[src/rtl/core/u16d_pkg.sv]
// Shared types and constants for the UTF-16 byte decoder.
`default_nettype none
package u16d_pkg;

  // Unit values with special handling
  localparam logic [15:0] BOM_UNIT  = 16'hFEFF;
  localparam logic [15:0] CR_UNIT   = 16'h000D;
  localparam logic [15:0] SURR_MASK = 16'hF800;
  localparam logic [15:0] SURR_BASE = 16'hD800;
  localparam logic [20:0] SUPP_BASE = 21'h10000;
  localparam logic [20:0] CP_MAX    = 21'h10FFFF;

  // Unit queue between front and back
  localparam int QDEPTH = 2;
  localparam int QPTR_W = 1;
  localparam int QCNT_W = 2;

  // Configuration register map
  localparam int ADDR_W = 3;
  localparam logic REG_BIG_ENDIAN = 1'b0;
  localparam logic REG_DROP_CR    = 1'b1;

  typedef struct packed {
    logic        valid;
    logic [15:0] unit;
  } unit_push_t;

  typedef struct packed {
    logic        big_endian;
    logic        drop_cr;
  } cfg_t;

endpackage
`default_nettype wire

[src/rtl/core/u16d_front.sv]
// Front end: byte pairing into 16-bit units and drop classification.
`default_nettype none
module u16d_front (
  input  wire logic               clk,
  input  wire logic               rst_n,
  input  wire u16d_pkg::cfg_t     cfg,
  input  wire logic               accept,
  input  wire logic [7:0]         byte_in,
  output u16d_pkg::unit_push_t    push_o
);

  logic        phase_r, phase_nxt;
  logic [15:0] acc_r, acc_nxt;
  logic [15:0] shifted;
  logic        drop;

  // Shift the new byte in according to the current byte order
  assign shifted = cfg.big_endian ? {acc_r[7:0], byte_in} : {byte_in, acc_r[15:8]};
  assign drop = (shifted == u16d_pkg::BOM_UNIT) ||
                (cfg.drop_cr && (shifted == u16d_pkg::CR_UNIT));

  always_comb begin
    phase_nxt = phase_r;
    acc_nxt   = acc_r;
    if (accept) begin
      if (!phase_r) begin
        phase_nxt = 1'b1;
        acc_nxt   = shifted;
      end else begin
        phase_nxt = 1'b0;
        acc_nxt   = '0;
      end
    end
  end

  assign push_o.valid = accept && phase_r && !drop;
  assign push_o.unit  = shifted;

  always_ff @(posedge clk) begin
    if (!rst_n) begin
      phase_r <= 1'b0;
      acc_r   <= '0;
    end else begin
      phase_r <= phase_nxt;
      acc_r   <= acc_nxt;
    end
  end

endmodule
`default_nettype wire

[src/rtl/core/u16d_queue.sv]
// Short unit queue decoupling the front end from the back end.
`default_nettype none
module u16d_queue (
  input  wire logic                 clk,
  input  wire logic                 rst_n,
  input  wire u16d_pkg::unit_push_t push_i,
  input  wire logic                 pop,
  output logic                      full,
  output logic                      not_empty,
  output logic [15:0]               head
);

  logic [15:0]                   mem [u16d_pkg::QDEPTH];
  logic [u16d_pkg::QPTR_W-1:0]   wr_ptr_r, rd_ptr_r;
  logic [u16d_pkg::QCNT_W-1:0]   cnt_r, cnt_nxt;
  logic                          do_push, do_pop;

  assign full      = (cnt_r == u16d_pkg::QCNT_W'(u16d_pkg::QDEPTH));
  assign not_empty = (cnt_r != '0);
  assign do_push   = push_i.valid && !full;
  assign do_pop    = pop && not_empty;
  assign head      = mem[rd_ptr_r];

  always_comb begin
    cnt_nxt = cnt_r;
    if (do_push && !do_pop) cnt_nxt = cnt_r + 1'b1;
    else if (do_pop && !do_push) cnt_nxt = cnt_r - 1'b1;
  end

  always_ff @(posedge clk) begin
    if (do_push) mem[wr_ptr_r] <= push_i.unit;
  end

  always_ff @(posedge clk) begin
    if (!rst_n) begin
      wr_ptr_r <= '0;
      rd_ptr_r <= '0;
      cnt_r    <= '0;
    end else begin
      if (do_push) wr_ptr_r <= wr_ptr_r + 1'b1;
      if (do_pop)  rd_ptr_r <= rd_ptr_r + 1'b1;
      cnt_r <= cnt_nxt;
    end
  end

endmodule
`default_nettype wire

[src/rtl/core/u16d_back.sv]
// Back end: surrogate pairing and the result register.
`default_nettype none
module u16d_back (
  input  wire logic        clk,
  input  wire logic        rst_n,
  input  wire logic        q_not_empty,
  input  wire logic [15:0] q_head,
  output logic             q_pop,
  input  wire logic        out_pop,
  output logic             out_valid,
  output logic [20:0]      out_cp
);

  logic        out_valid_r, out_valid_nxt;
  logic [20:0] out_cp_r, out_cp_nxt;
  logic        pend_r, pend_nxt;
  logic [9:0]  pend_bits_r;
  logic        is_surr;
  logic        hold_surr;

  assign is_surr   = (q_head & u16d_pkg::SURR_MASK) == u16d_pkg::SURR_BASE;
  // Take a unit whenever the result register is free or being drained
  assign q_pop     = q_not_empty && (!out_valid_r || out_pop);
  assign hold_surr = q_pop && !pend_r && is_surr;

  always_comb begin
    out_valid_nxt = out_valid_r && !out_pop;
    out_cp_nxt    = out_cp_r;
    pend_nxt      = pend_r;
    if (q_pop) begin
      if (pend_r) begin
        out_valid_nxt = 1'b1;
        out_cp_nxt    = u16d_pkg::SUPP_BASE + {1'b0, pend_bits_r, q_head[9:0]};
        pend_nxt      = 1'b0;
      end else if (is_surr) begin
        pend_nxt      = 1'b1;
      end else begin
        out_valid_nxt = 1'b1;
        out_cp_nxt    = {5'b0, q_head};
      end
    end
  end

  always_ff @(posedge clk) begin
    out_cp_r <= out_cp_nxt;
    if (hold_surr) pend_bits_r <= q_head[9:0];
  end

  always_ff @(posedge clk) begin
    if (!rst_n) begin
      out_valid_r <= 1'b0;
      pend_r      <= 1'b0;
    end else begin
      out_valid_r <= out_valid_nxt;
      pend_r      <= pend_nxt;
    end
  end

  assign out_valid = out_valid_r;
  assign out_cp    = out_cp_r;

`ifndef SYNTHESIS
  a_pair_gives_supp: assert property (@(posedge clk) disable iff (!rst_n)
    q_pop && pend_r |=> out_valid_r && (out_cp_r >= u16d_pkg::SUPP_BASE) && !pend_r)
    else $error("paired surrogate did not give a supplementary code point");

  a_cp_in_range: assert property (@(posedge clk) disable iff (!rst_n)
    out_valid_r |-> out_cp_r <= u16d_pkg::CP_MAX)
    else $error("code point out of range");

  a_hold_no_result: assert property (@(posedge clk) disable iff (!rst_n)
    hold_surr |=> pend_r && !out_valid_r)
    else $error("held surrogate produced a result");
`endif

endmodule
`default_nettype wire

[src/rtl/core/utf16_byte_decoder.sv]
// Top level of the UTF-16 byte-stream decoder with its APB configuration port.
// Path: a code point is written into the unit queue on the edge that accepts the second
//   byte of its last unit, then into the result register once that register is free.
// Throughput: one byte per cycle while results are popped; set by the front end's
//   single byte shift, a 2-entry unit queue and the surrogate pairing stage.
// Reset: synchronous, active low; byte order big endian, CR drop off, no surrogate pending.
`default_nettype none
module utf16_byte_decoder (
  input  wire logic                        clk,
  input  wire logic                        rst_n,
  // input channel
  input  wire logic                        push,
  output logic                             full,
  input  wire logic [7:0]                  in_byte_in,
  // result channel
  output logic                             empty,
  input  wire logic                        pop,
  output logic [20:0]                      out_code_point,
  // configuration port
  input  wire logic                        psel,
  input  wire logic                        penable,
  input  wire logic                        pwrite,
  input  wire logic [u16d_pkg::ADDR_W-1:0] paddr,
  input  wire logic [31:0]                 pwdata,
  output logic [31:0]                      prdata,
  output logic                             pready
);

  u16d_pkg::cfg_t       cfg_r, cfg_nxt;
  u16d_pkg::unit_push_t unit_push;
  logic                 cfg_wr;
  logic                 reg_idx;
  logic                 accept;
  logic                 q_full, q_not_empty, q_pop;
  logic [15:0]          q_head;
  logic                 res_valid;

  // ---------------------------------------------------------------------------
  // Configuration: registers sit at byte offsets 0 and 4, so bit 2 picks one.
  // Only bit 0 of the written data is kept. pready is tied high (no wait states).
  // ---------------------------------------------------------------------------
  assign pready  = 1'b1;
  assign reg_idx = paddr[2];
  assign cfg_wr  = psel && penable && pwrite && pready;

  always_comb begin
    cfg_nxt = cfg_r;
    if (cfg_wr) begin
      unique case (reg_idx)
        u16d_pkg::REG_BIG_ENDIAN: cfg_nxt.big_endian = pwdata[0];
        u16d_pkg::REG_DROP_CR:    cfg_nxt.drop_cr    = pwdata[0];
        default:                  cfg_nxt = cfg_r;
      endcase
    end
  end

  always_comb begin
    unique case (reg_idx)
      u16d_pkg::REG_BIG_ENDIAN: prdata = {31'b0, cfg_r.big_endian};
      u16d_pkg::REG_DROP_CR:    prdata = {31'b0, cfg_r.drop_cr};
      default:                  prdata = '0;
    endcase
  end

  always_ff @(posedge clk) begin
    if (!rst_n) begin
      cfg_r.big_endian <= 1'b1;
      cfg_r.drop_cr    <= 1'b0;
    end else begin
      cfg_r <= cfg_nxt;
    end
  end

  // ---------------------------------------------------------------------------
  // Front end: accept a byte whenever the unit queue has room. Full is a
  // registered count compare, so it has no combinational path from the result side.
  // ---------------------------------------------------------------------------
  assign full   = q_full;
  assign accept = push && !full;

  u16d_front u_front (
    .clk     (clk),
    .rst_n   (rst_n),
    .cfg     (cfg_r),
    .accept  (accept),
    .byte_in (in_byte_in),
    .push_o  (unit_push)
  );

  // Decouple classification from surrogate pairing
  u16d_queue u_queue (
    .clk       (clk),
    .rst_n     (rst_n),
    .push_i    (unit_push),
    .pop       (q_pop),
    .full      (q_full),
    .not_empty (q_not_empty),
    .head      (q_head)
  );

  // ---------------------------------------------------------------------------
  // Back end: pair surrogates and hold the oldest result until popped. A new
  // unit is taken in the same cycle as the waiting transaction drains.
  // ---------------------------------------------------------------------------
  u16d_back u_back (
    .clk         (clk),
    .rst_n       (rst_n),
    .q_not_empty (q_not_empty),
    .q_head      (q_head),
    .q_pop       (q_pop),
    .out_pop     (pop),
    .out_valid   (res_valid),
    .out_cp      (out_code_point)
  );

  assign empty = !res_valid;

endmodule
`default_nettype wire

[config.mk]
export PLATFORM = sky130hd
export DESIGN_NAME = utf16_byte_decoder
export DESIGN_NICKNAME = d
export VERILOG_FILES = /design/src/rtl/core/u16d_pkg.sv /design/src/rtl/core/u16d_front.sv /design/src/rtl/core/u16d_queue.sv /design/src/rtl/core/u16d_back.sv /design/src/rtl/core/utf16_byte_decoder.sv
export SDC_FILE = /design/constraint.sdc
export NUM_CORES = 1
export LEC_CHECK = 0
export BUFFER_PORTS_ARGS = -buffer_cell sky130_fd_sc_hd__buf_2
export CAP_MARGIN = 20
export CORE_MARGIN = 10
export CORE_UTILIZATION = 30
export DETAILED_ROUTE_END_ITERATION = 8
export SYNTH_ARGS = -nofsm -noshare
export SYNTH_HDL_FRONTEND = slang
export SYNTH_SLANG_ARGS = --single-unit
[constraint.sdc]
create_clock -name clk -period 3 [get_ports clk]
set_input_delay 0.15 -clock clk [delete_from_list [all_inputs] [get_ports clk]]
set_output_delay 0.15 -clock clk [all_outputs]
set_load 0.005 [all_outputs]
# Word-level counts from Yosys, hierarchy flattened
# Memory sizes are Yosys's and may differ from the RTL's. A register that Yosys moved wholly into a read port is not among the register bits.
# Cells that the tools add are included.
# classes
add_sub_neg,5
n_eq_ne,5
n_mux,17
bitwise_logic,1
reduce_logical,28
# op_table
op,n
one-hot mux 32 bit (2 select lines),1
two-way mux 21 bit,2
two-way mux 16 bit,2
"adder 17 x 20 -> 21 bit, first input constant",1
"== test 16 bit, second input constant",1
"== test 16 x 4 -> 1 bit, second input constant",1
logical AND 1 bit,14
two-way mux 1 bit,10
logical NOT 1 bit,7
AND reduction 2 bit,3
"== test 5 bit, second input constant",1
two-way mux 2 bit,2
nonzero test 2 bit,2
"adder 1 bit, second input constant",2
"adder 2 x 1 -> 2 bit, second input constant",1
"== test 2 bit, second input constant",1
logical OR 1 bit,2
"inequality test 2 x 1 -> 1 bit, second input constant",1
"subtractor 2 x 1 -> 2 bit, second input constant",1
NOT 1 bit,1
# totals
regBits,56
mem_bits_rw,32
input_bits,50
wordCells,68
n_memories,1
# mem_list
memory,depth,width,read_ports,rd_clocked_by_memory_dff,write_ports,line,rtl
u_queue.mem,2,16,1,1,1,u16d_queue.sv:13,logic [15:0] mem [u16d_pkg::QDEPTH];

# Longest topological paths before layout
# Gate-level depths: netlist (run 1).
# depth
ltp_word,11
ltp_mapped,10

# Modules after synthesis
# A second synthesis (run 1) with hierarchy kept.
# unflattened
cells_unflattened,299
area_unflattened_um2,3927.5
# modules_own_cells
mod,n_inst,cells_per_inst,area_per_inst_um2
u16d_queue,1,75,1390.1
u16d_back,1,63,1191.1
u16d_front,1,114,982.2
utf16_byte_decoder,1,47,364.1

# Worst setup path after synthesis (run 1)
# No wires, ideal clock.
# synth_timing
kind,flip-flop to flip-flop
start,reg cfg_r[1] in the netlist's numbering
end,mem u_queue.mem[1][0] (enable)
setup_ps,374
t_arrival_ps,1912
required_time_ps,2626
path_slack_ps,714
path_stages_with_launch,7
period_less_slack_ps,2286
path_cell_list,dfxtp_1 buf_6 and4b_1 a22o_1 and4_4 a2111oi_4 and2_1
# synth_via
elab_chain_len,9
elab_cells_between_ends,10
# synth_rtl
item,line,rtl
start: declaration,utf16_byte_decoder.sv:29,"u16d_pkg::cfg_t cfg_r, cfg_nxt;"
start signal: assignment,utf16_byte_decoder.sv:70,cfg_r <= cfg_nxt;
two-way mux 16 bit *,u16d_front.sv:18,"assign shifted = cfg.big_endian ? {acc_r[7:0], byte_in} : {byte_in, acc_r[15:8]};"
== test 16 x 4 -> 1 bit,u16d_front.sv:20,(cfg.drop_cr && (shifted == u16d_pkg::CR_UNIT));
logical AND 1 bit,u16d_front.sv:20,
logical OR 1 bit *,u16d_front.sv:19,assign drop = (shifted == u16d_pkg::BOM_UNIT) ||
logical NOT 1 bit *,u16d_front.sv:36,assign push_o.valid = accept && phase_r && !drop;
logical AND 1 bit *,u16d_front.sv:36,
logical AND 1 bit *,u16d_queue.sv:20,assign do_push = push_i.valid && !full;
via u_queue.do_push,u16d_queue.sv:16,"logic do_push, do_pop;"
two-way mux 1 bit *,u16d_queue.sv:31,if (do_push) mem[wr_ptr_r] <= push_i.unit;
two-way mux 1 bit (implied by the code) *,u16d_queue.sv:31,
end: declaration,u16d_queue.sv:13,
# Mark *: on every way through the listed nets, which the timed path passes. The rest lies on a longest branch.

# Final worst setup path (run 1)
# layout_timing
start,reg cfg_r[1] in the netlist's numbering
end,reg u_queue.cnt_r[1] in the netlist's numbering
# layout_via
elab_chain_len,10
elab_cells_between_ends,13
# layout_rtl
item,line,rtl
two-way mux 16 bit *,u16d_front.sv:18,
== test 16 x 4 -> 1 bit,u16d_front.sv:20,
logical AND 1 bit,u16d_front.sv:20,
logical OR 1 bit *,u16d_front.sv:19,
logical NOT 1 bit *,u16d_front.sv:36,
logical AND 1 bit *,u16d_front.sv:36,
logical AND 1 bit *,u16d_queue.sv:20,
via u_queue.do_push,u16d_queue.sv:16,
logical NOT 1 bit,u16d_queue.sv:27,else if (do_pop && !do_push) cnt_nxt = cnt_r - 1'b1;
logical AND 1 bit,u16d_queue.sv:27,
nonzero test 2 bit (no source line),n/a,
end signal: assignment,u16d_queue.sv:42,cnt_r <= cnt_nxt;
end: declaration,u16d_queue.sv:15,"logic [u16d_pkg::QCNT_W-1:0] cnt_r, cnt_nxt;"
# Marks and branches as above.
# A chain may end at the register's enable or synchronous reset.

==> results of run 1 <==
## logic make-up (layout without fill, tap and decap cells)
kind of cell	Yosys count	after routing	synth area share [%]
mux	35	35	9.39
other cells	2	32	0.188
compound gates	36	36	6.26
flops	89	89	60.4
simple gates	87	87	12.9
buf+inv	58	81	8.92
xor+xnor	6	6	1.31
fa+ha+maj	2	2	0.626
## path summary, 6_finish.rpt
check | endpoint | cells after the start
hold reg to reg | u_queue.wr_ptr_r$_SDFFE_PN0P_ | 2
hold / removal | cfg_r[1]$_SDFFE_PN1P_ | 3
setup reg to reg | u_queue.cnt_r[1]$_SDFFE_PN0P_ | 8
setup / recovery | u_queue.cnt_r[1]$_SDFFE_PN0P_ | 8
## sequential cells by signal (all words and copies together), names as in the netlist, 2 cells and up, named ones only
| register | flops |
|---|---|
| cfg_r | 2 |
| u_back.out_cp | 21 |
| u_back.pend_bits_r | 10 |
| u_front.acc_r | 16 |
| u_queue.cnt_r | 2 |
| u_queue.mem | 32 |
## power breakdown
part	switching [uW]	internal [uW]	leakage (uW)
Sequential	97.5	1580	0.000796
Clock	476	578	0.000140
Combinational	396	309	0.000809
Total	970	2470	0.00175
## placed cells by master, fill, tap and decap left out, types with 2 or more instances in the layout
cell / Yosys / routed
conb_1: 2 / 32
o21ai_0: 8 / 8
ha_1: 2 / 2
nand3_1: 5 / 5
nand4_1: 15 / 15
xnor2_1: 4 / 4
edfxtp_1: 63 / 63
dfxtp_1: 26 / 25
nand2_1: 19 / 19
mux2_2: 20 / 20
inv_8: 0 / 2
nor3_1: 7 / 7
mux2i_1: 15 / 15
a21boi_0: 10 / 10
buf_4: 32 / 14
nor2_1: 4 / 3
and2_1: 10 / 10
inv_1: 11 / 11
a21oi_1: 9 / 9
nor2b_1: 12 / 12
inv_6: 0 / 2
nand2b_1: 3 / 3
xor2_1: 2 / 2
clkbuf_16: 0 / 9
o21a_1: 2 / 2
buf_2: 1 / 40
nand4b_1: 2 / 2
## metrics by stage
stage          cell area (um^2)  power (uW)  util (%)  setup slack (ns)  instances
2_1_floorplan              4110        2160         -             0.714        345
3_3_place_gp               4320        2410      32.9             0.256        528
3_5_place_dp               4320        2420      32.9             0.230        528
4_1_cts                    4610        3480      35.1             0.164        544
5_1_grt                    4610        3640      35.1             0.188        544
6_report                   4610        3440      35.1             0.373        544
## area by class of cell
class | instances | share of cell area, %
Tap cell | 176 | 4.78
Sequential cell | 89 | 52.4
Multi-Input combinational cell | 198 | 29.1
Clock buffer | 9 | 4.89
Timing Repair Buffer | 54 | 6.62
Inverter | 11 | 0.896
Clock inverter | 7 | 1.33
## metal layers
metal | share of wire (%) | GRT usage, %
met5 | 0 | 0
met1 | 46 | 10.1
met3 | 6.7 | 3.71
met2 | 46 | 12.8
met4 | 0.80 | 2.15
## worst max-delay path, cell delays in order, from the launching register on
cell and delay, ns:
dfxtp_2 0.41, buf_4 0.19, and4b_1 0.17, a22o_1 0.29, and4_4 0.17, a2111oi_4 0.43
ha_1 0.34, or3_1 0.34, a21boi_0 0.19
## repair_timing
action	CTS	global route
setup buffers	0	0
setup endpoints to repair	0	1
resized for setup	0	1
hold buffers	0	0
==> summary.txt, run 1 <==
Outcome
  • Status: finished clean

Final layout
  • FF/Latch Area: 2410 um^2
  • Ant. Diodes: 0
  • Layout area overhead: 15.3%
  • Area of the multi-input gates: 1340 um^2
  • Filler cell count: 1300
  • Share of cells above drive strength 1: 26.1%
  • Layout net count: 415

STA
  • Worst-Margin Slew: 0.544 ns
  • Max_slew headroom: 63.7%
  • Fin. Hold Viols: 0
  • Tcrit/Tclk final: 87.6%
  • Setup TNS: 0 ns
  • Max Clk Rate: 0.381 GHz
  • Setup violations, final: 0
  • Min Tclk post-route: 2.63 ns
  • Final hold slack: 0.0439 ns
  • Final slew viol count: 0
  • RSZ-0062 raised after global routing: false
  • Setup clock skew after layout: 0.00866 ns

Global route
  • Vias in the first global route: 2342
  • GRT Total Usage: 8.21%
  • Largest net degree at the start of global routing: 28
  • Overflow left after global routing: 0
  • Initial antenna violation count: 0
  • First-pass GRT wire length: 12.0 mm

Critical path
  • RR Startpoint: cfg_r[1]$_SDFFE_PN1P_
  • Worst Path Required: 3.25 ns
  • Kind of end point of the critical path: flip-flop
  • Max FO, Critical Path: 17
  • WS Path Type: reg -> reg
  • CP arrival: 2.88 ns
  • Reg-to-reg slack, setup: 0.37 ns
  • CP Launch Type: flip-flop
  • Crit. Startpoint: cfg_r[1]$_SDFFE_PN1P_

Yosys
  • Asr flop ratio synth: 0%
  • Most common cell in the netlist: edfxtp_1
  • Mapped cell area: 4000 um^2
  • Top cells by area, synth: edfxtp_1, dfxtp_1, buf_4
  • Dominant cell type by area after synthesis: edfxtp_1
  • Post-synthesis area per instance: 12.7 um^2
  • Synth top area share: 47.3%
  • Post-synth EDFFs: 63
  • Seq/Total Area, Yosys: 60.4%
  • Synth cell count leaders: edfxtp_1, buf_4, dfxtp_1
  • Yosys warnings: 0
  • Netlist cell types: 45
  • Register bit total from synthesis: 89
  • Mapped Cells: 315
  • Primary FF master, synth: edfxtp_1

Floorplan
  • Io pins: 106
  • Chip height: 135 um
  • Initial Util: 30.4%
  • Die width: 135 um
  • Die area: 18300 um^2
  • Std-Cell Rows: 42
  • Core Box Area: 13100 um^2

Clock network
  • Worst skew pair latency: 0.33 ns
  • CTS Buf Count: 9
  • Clock Tree Root: clkbuf_16
  • Clock sinks: 89
  • CTS tree: done
  • H-Tree Depth: 3
  • CTS max path bufs: 2
  • Register clock-pin slew on the reported worst setup and hold paths: 0.06 ns

Routing
  • Total number of vias: 2325
  • DRT Pass-1 Iters: 4
  • Vias per cell: 4.27
  • DRC marker count from the first detailed-route iteration: 189
  • Drt total wl: 7.47 mm
  • Drt drc: 0
  • Final ANT Viol Nets: 0
  • Average wire per standard cell: 13.7 um

Placed design
  • RePlAce Congestion: 0.815
  • Post-DP HPWL: 5.59 mm
  • Port Buf Inserts: 40

Flow run
  • Max cap viols: 0

Worst hold path
  • Worst hold path class: in -> reg
  • Min-delay src: pwdata[0]

Pwr
  • Pwr per Cell Area: 746 nW/um^2
  • Static Leak: 0.00175 uW
  • Peak VDD IR: 0.328 mV
(Power assumes the default switching activity.)
==> run 2: changes to the inputs <==
ABC_AREA = 1   (was default)
==> summary.txt, run 2 <==
Flow run
  • Max cap viols: 0

Floorplan
  • Std-Cell Rows: 42
  • Chip height: 136 um
  • Core Box Area: 13100 um^2
  • Die area: 18400 um^2
  • Io pins: 106
  • Die width: 136 um
  • Initial Util: 30.5%

Final layout
  • Layout net count: 532
  • Most frequent cells in the layout: nand2_1, edfxtp_1, nor2_1
  • Most common cell after layout, fill and taps aside: nand2_1
  • Max FFs per register: 32
  • Share of cells above drive strength 1: 13.6%
  • Finished Core Util: 34.7%
  • Biggest register: u_queue.mem
  • Layout area overhead: 13.8%
  • Ant. Diodes: 0

Pwr
  • Pwr per Cell Area: 791 nW/um^2
  • Static Leak: 0.00194 uW
  • Peak VDD IR: 0.316 mV

Clock network
  • Register clock-pin slew on the reported worst setup and hold paths: 0.06 ns
  • CTS Buf Count: 9
  • H-Tree Depth: 3
  • Clock sinks: 89
  • Resized Gates After CTS: 0
  • Hold_buf cts: 0
  • Clock Tree Root: clkbuf_16
  • Worst skew pair latency: 0.33 ns
  • CTS max path bufs: 2
  • CTS tree: done
  • Post-CTS Setup Inserts: 0

STA
  • Fin. Hold Viols: 0
  • Worst-Margin Slew: 0.792 ns
  • Final WS setup: 0.357 ns
  • Max Clk Rate: 0.378 GHz
  • Setup clock skew after layout: 0.00228 ns
  • RSZ-0062 raised after global routing: false
  • Min Tclk post-route: 2.64 ns
  • Tcrit/Tclk final: 88.1%
  • Final hold slack: 0.0866 ns
  • Setup violations, final: 0
  • Max_slew headroom: 46.6%
  • Setup TNS: 0 ns
  • Final slew viol count: 0

Critical path
  • Crit. Startpoint: cfg_r[1]$_SDFFE_PN1P_
  • Cell mode on critical path: nand2_1
  • Top delay family on crit path: simple AND/OR/NAND/NOR gates
  • Max FO, Critical Path: 23
  • CP arrival: 2.86 ns
  • CP Launch Type: flip-flop
  • Crit path buf inv count: 2
  • Kind of end point of the critical path: flip-flop
  • Slowest cell on the critical path: dfxtp_1
  • Cell breakdown of the critical path: inv_2 -> nand2_1 -> nand2_1 -> nand2_1 -> nor2_1 -> nand2_1 -> inv_1 -> nand2_1 -> nand2_1 -> nor2_2 -> ha_1 -> a21oi_1 -> o21ai_0 -> o21ai_0 -> a21oi_1
  • WS Path Type: reg -> reg
  • Largest stage delay on the critical path: 0.64 ns
  • RR Startpoint: cfg_r[1]$_SDFFE_PN1P_
  • Worst Path Required: 3.22 ns

Placed design
  • Dpl ws: 0.395 ns
  • Post-DP HPWL: 5.92 mm
  • Port Buf Inserts: 40
  • RePlAce Congestion: 0.826

Yosys
  • Synth cell count leaders: nand2_1, edfxtp_1, nor2_1
  • Post-synth EDFFs: 63
  • Primary FF master, synth: edfxtp_1
  • Netlist cell types: 25
  • Mapped cell area: 4010 um^2
  • Most common cell in the netlist: nand2_1
  • Seq/Total Area, Yosys: 60.2%
  • Mapped Cells: 436
  • Dominant cell type by area after synthesis: edfxtp_1
  • Top cells by area, synth: edfxtp_1, nand2_1, dfxtp_1
  • Register bit total from synthesis: 89
  • Asr flop ratio synth: 0%
  • Synth top area share: 47.2%
  • Yosys warnings: 0
  • Post-synthesis area per instance: 9.19 um^2

Outcome
  • Status: finished clean

Routing
  • Average wire per standard cell: 12.0 um
  • DRC marker count from the first detailed-route iteration: 147
  • Drt drc: 0
  • Drt total wl: 7.95 mm
  • Total number of vias: 2773
  • Final ANT Viol Nets: 0
  • Vias per cell: 4.20
  • DRT Pass-1 Iters: 4

Global route
  • Vias in the first global route: 2675
  • GRT Total Usage: 8.86%
  • Largest net degree at the start of global routing: 24
  • First-pass GRT wire length: 13.0 mm
  • Initial antenna violation count: 0
  • Overflow left after global routing: 0

Worst hold path
  • Worst hold path class: in -> reg
  • Min-delay src: rst_n
## run 2: cell type report
cell class,count,area (um^2)
clock buffer,11,233
fill,1368,8580
multi-input combinational,295,1270
timing repair buffer,47,253
clock inverter,5,32.5
tap,176,220
sequential,89,2410
inverter,38,143
## run 2: kinds of logic (layout without fill, tap and decap cells)
| logic type | after synthesis | count (layout) | synth area share (%) |
|---|---|---|---|
| buffers and inverters | 82 | 101 | 11.0 |
| adder cells (fa/ha/maj) | 2 | 2 | 0.625 |
| flip-flops | 89 | 89 | 60.2 |
| other | 2 | 32 | 0.188 |
| AND/OR/NAND/NOR | 214 | 214 | 20.8 |
| AO/OA/AOI/OAI | 47 | 47 | 7.15 |
## run 2: final timing paths
path                              endpoint  slack, ns  depth (start not counted)
max reg2reg  u_queue.cnt_r[1]$_SDFFE_PN0P_       0.36                         15
max          u_queue.cnt_r[1]$_SDFFE_PN0P_       0.36                         15
min reg2reg  u_queue.rd_ptr_r$_SDFFE_PN0P_       0.45                          1
min                  cfg_r[1]$_SDFFE_PN1P_       0.09                          2
## run 2: routing by layer
layer  wire [um]  GRT usage (%)  up-vias
met3         508           3.26       13
met5           0              0        -
met1        3610           10.6     1265
li1            -              -     1438
met2        3720           14.1       57
met4         113           3.41        0
## run 2: report_power, final
group          internal [uW]  switching, uW
clock                    558            431
combinational            294            589
sequential              1650           81.6
## run 2: per-stage QoR
stage | area, um^2 | total power (uW) | std cells
floorplan | 4120 | 2330 | 466
global placement | 4290 | 2640 | 645
detailed placement | 4290 | 2660 | 645
CTS | 4560 | 3660 | 661
global route | 4560 | 3870 | 661
finish | 4560 | 3610 | 661
==> run 3: changes to the inputs <==
CTS_CLUSTER_DIAMETER = 150   (was default)
PLACE_DENSITY = 0.49   (was default)
==> summary.txt, run 3 (synthesis results as in run 2) <==
Floorplan
  • Chip height: 136 um
  • Core Box Area: 13100 um^2
  • Std-Cell Rows: 42
  • Initial Util: 30.5%
  • Io pins: 106
  • Die width: 136 um
  • Die area: 18400 um^2

Routing
  • Vias per cell: 4.24
  • Final ANT Viol Nets: 0
  • DRC marker count from the first detailed-route iteration: 163
  • Drt drc: 0
  • DRT Pass-1 Iters: 4
  • Total number of vias: 2815
  • Average wire per standard cell: 12.8 um
  • Drt total wl: 8.49 mm

Clock network
  • Resized Gates After CTS: 0
  • Clock Tree Root: clkbuf_16
  • Post-CTS Setup Inserts: 0
  • Hold_buf cts: 0
  • Worst skew pair latency: 0.34 ns
  • CTS max path bufs: 2
  • H-Tree Depth: 3
  • CTS tree: done
  • Clock sinks: 89
  • CTS Buf Count: 9
  • Register clock-pin slew on the reported worst setup and hold paths: 0.06 ns

Global route
  • Overflow left after global routing: 0
  • Initial antenna violation count: 0
  • First-pass GRT wire length: 13.9 mm
  • Largest net degree at the start of global routing: 32
  • Vias in the first global route: 2817
  • GRT Total Usage: 9.31%

STA
  • Worst-Margin Slew: 0.665 ns
  • Final slew viol count: 0
  • Setup violations, final: 0
  • Max Clk Rate: 0.424 GHz
  • Setup clock skew after layout: 0.00648 ns
  • Setup TNS: 0 ns
  • Max_slew headroom: 55.6%
  • Min Tclk post-route: 2.36 ns
  • RSZ-0062 raised after global routing: false
  • Tcrit/Tclk final: 78.6%
  • Fin. Hold Viols: 0

Final layout
  • Max FFs per register: 32
  • Most frequent cells in the layout: nand2_1, edfxtp_1, nor2_1
  • Finished Core Util: 35.2%
  • FF/Latch Area: 2410 um^2
  • Most common cell after layout, fill and taps aside: nand2_1
  • Ant. Diodes: 0
  • Filler cell count: 1395
  • Biggest register: u_queue.mem
  • Layout net count: 535
  • Share of cells above drive strength 1: 14.3%
  • Area of the multi-input gates: 1270 um^2
  • Layout area overhead: 15.5%

Placed design
  • RePlAce Congestion: 0.803
  • Port Buf Inserts: 40
  • Post-DP HPWL: 6.24 mm

Critical path
  • Cell breakdown of the critical path: buf_4 -> nand2_1 -> nand2_1 -> inv_1 -> nor2_1 -> nand2_1 -> nor2_1 -> nand2_1 -> nand2_1 -> nor2_2 -> ha_1 -> a21oi_1 -> o21ai_0 -> o21ai_0 -> a21oi_1
  • R2R depth: 15
  • Reg-to-Reg End: u_queue.cnt_r[1]$_SDFFE_PN0P_
  • Kind of end point of the critical path: flip-flop
  • Worst Path Required: 3.22 ns
  • CP arrival: 2.58 ns
  • CP Depth: 15
  • Crit. Startpoint: cfg_r[1]$_SDFFE_PN1P_
  • Largest stage delay on the critical path: 0.34 ns
  • Slowest cell on the critical path: dfxtp_1
  • Crit path buf inv count: 2
  • Cell mode on critical path: nand2_1
  • Reg-to-reg slack, setup: 0.64 ns
  • CP Launch Type: flip-flop
  • RR Startpoint: cfg_r[1]$_SDFFE_PN1P_
  • Top delay family on crit path: simple AND/OR/NAND/NOR gates
  • Max FO, Critical Path: 31
  • WS Path Type: reg -> reg

Pwr
  • Pwr per Cell Area: 820 nW/um^2
  • Static Leak: 0.00198 uW
  • Peak VDD IR: 0.274 mV

Worst hold path
  • Worst hold path class: in -> reg
  • Hold Path Stages: 2
  • Min-delay src: rst_n
  • Hold EP: cfg_r[1]$_SDFFE_PN1P_

Outcome
  • Status: finished clean

Flow run
  • Max cap viols: 0
## run 3: cell count changes in the layout (fill, tap and decap cells not counted), sizes merged
cell      delta
buf          +3
bufinv       +1
clkinv       -2
clkinvlp     -1
inv          +2
## run 3: worst max-delay path by stage
stage                                          to
floorplan             u_queue.mem[0][0]$_DFFE_PP_
global placement    u_queue.cnt_r[1]$_SDFFE_PN0P_
detailed placement  u_queue.cnt_r[1]$_SDFFE_PN0P_
CTS                 u_queue.cnt_r[1]$_SDFFE_PN0P_
global route        u_queue.cnt_r[1]$_SDFFE_PN0P_
finish              u_queue.cnt_r[1]$_SDFFE_PN0P_
## run 3: final cells by class
cell class | count | share of cell area, %
Tap cell | 176 | 4.76
Sequential cell | 89 | 52.2
Clock buffer | 11 | 5.03
Inverter | 38 | 3.08
Clock inverter | 5 | 1.38
Timing Repair Buffer | 50 | 6.22
Multi-Input combinational cell | 295 | 27.4
## run 3: metal layers
metal | GRT usage, % | wire length, um | up-vias
met5 | 0 | 0 | -
met4 | 2.03 | 32 | 0
met3 | 3.93 | 567 | 6
met2 | 15.1 | 3920 | 76
met1 | 11.3 | 3970 | 1286
li1 | - | - | 1447
## run 3: metrics by stage
| step | cell area, um^2 | std cells | hold slack, ns | setup WS (ns) | total power [uW] |
|---|---|---|---|---|---|
| 2_1_floorplan | 4120 | 466 | 0.235 | 0.716 | 2330 |
| 3_3_place_gp | 4330 | 648 | 0.423 | 0.679 | 2710 |
| 3_5_place_dp | 4330 | 648 | 0.436 | 0.615 | 2730 |
| 4_1_cts | 4630 | 664 | 0.0865 | 0.616 | 3860 |
| 5_1_grt | 4630 | 664 | 0.0964 | 0.338 | 4040 |
| 6_report | 4630 | 664 | 0.0895 | 0.641 | 3790 |
## run 3: power breakdown
part	switching (uW)	internal, uW	leakage, uW
combinational	616	328	0.00104
sequential	80.0	1650	0.000801
clock	465	653	0.000141
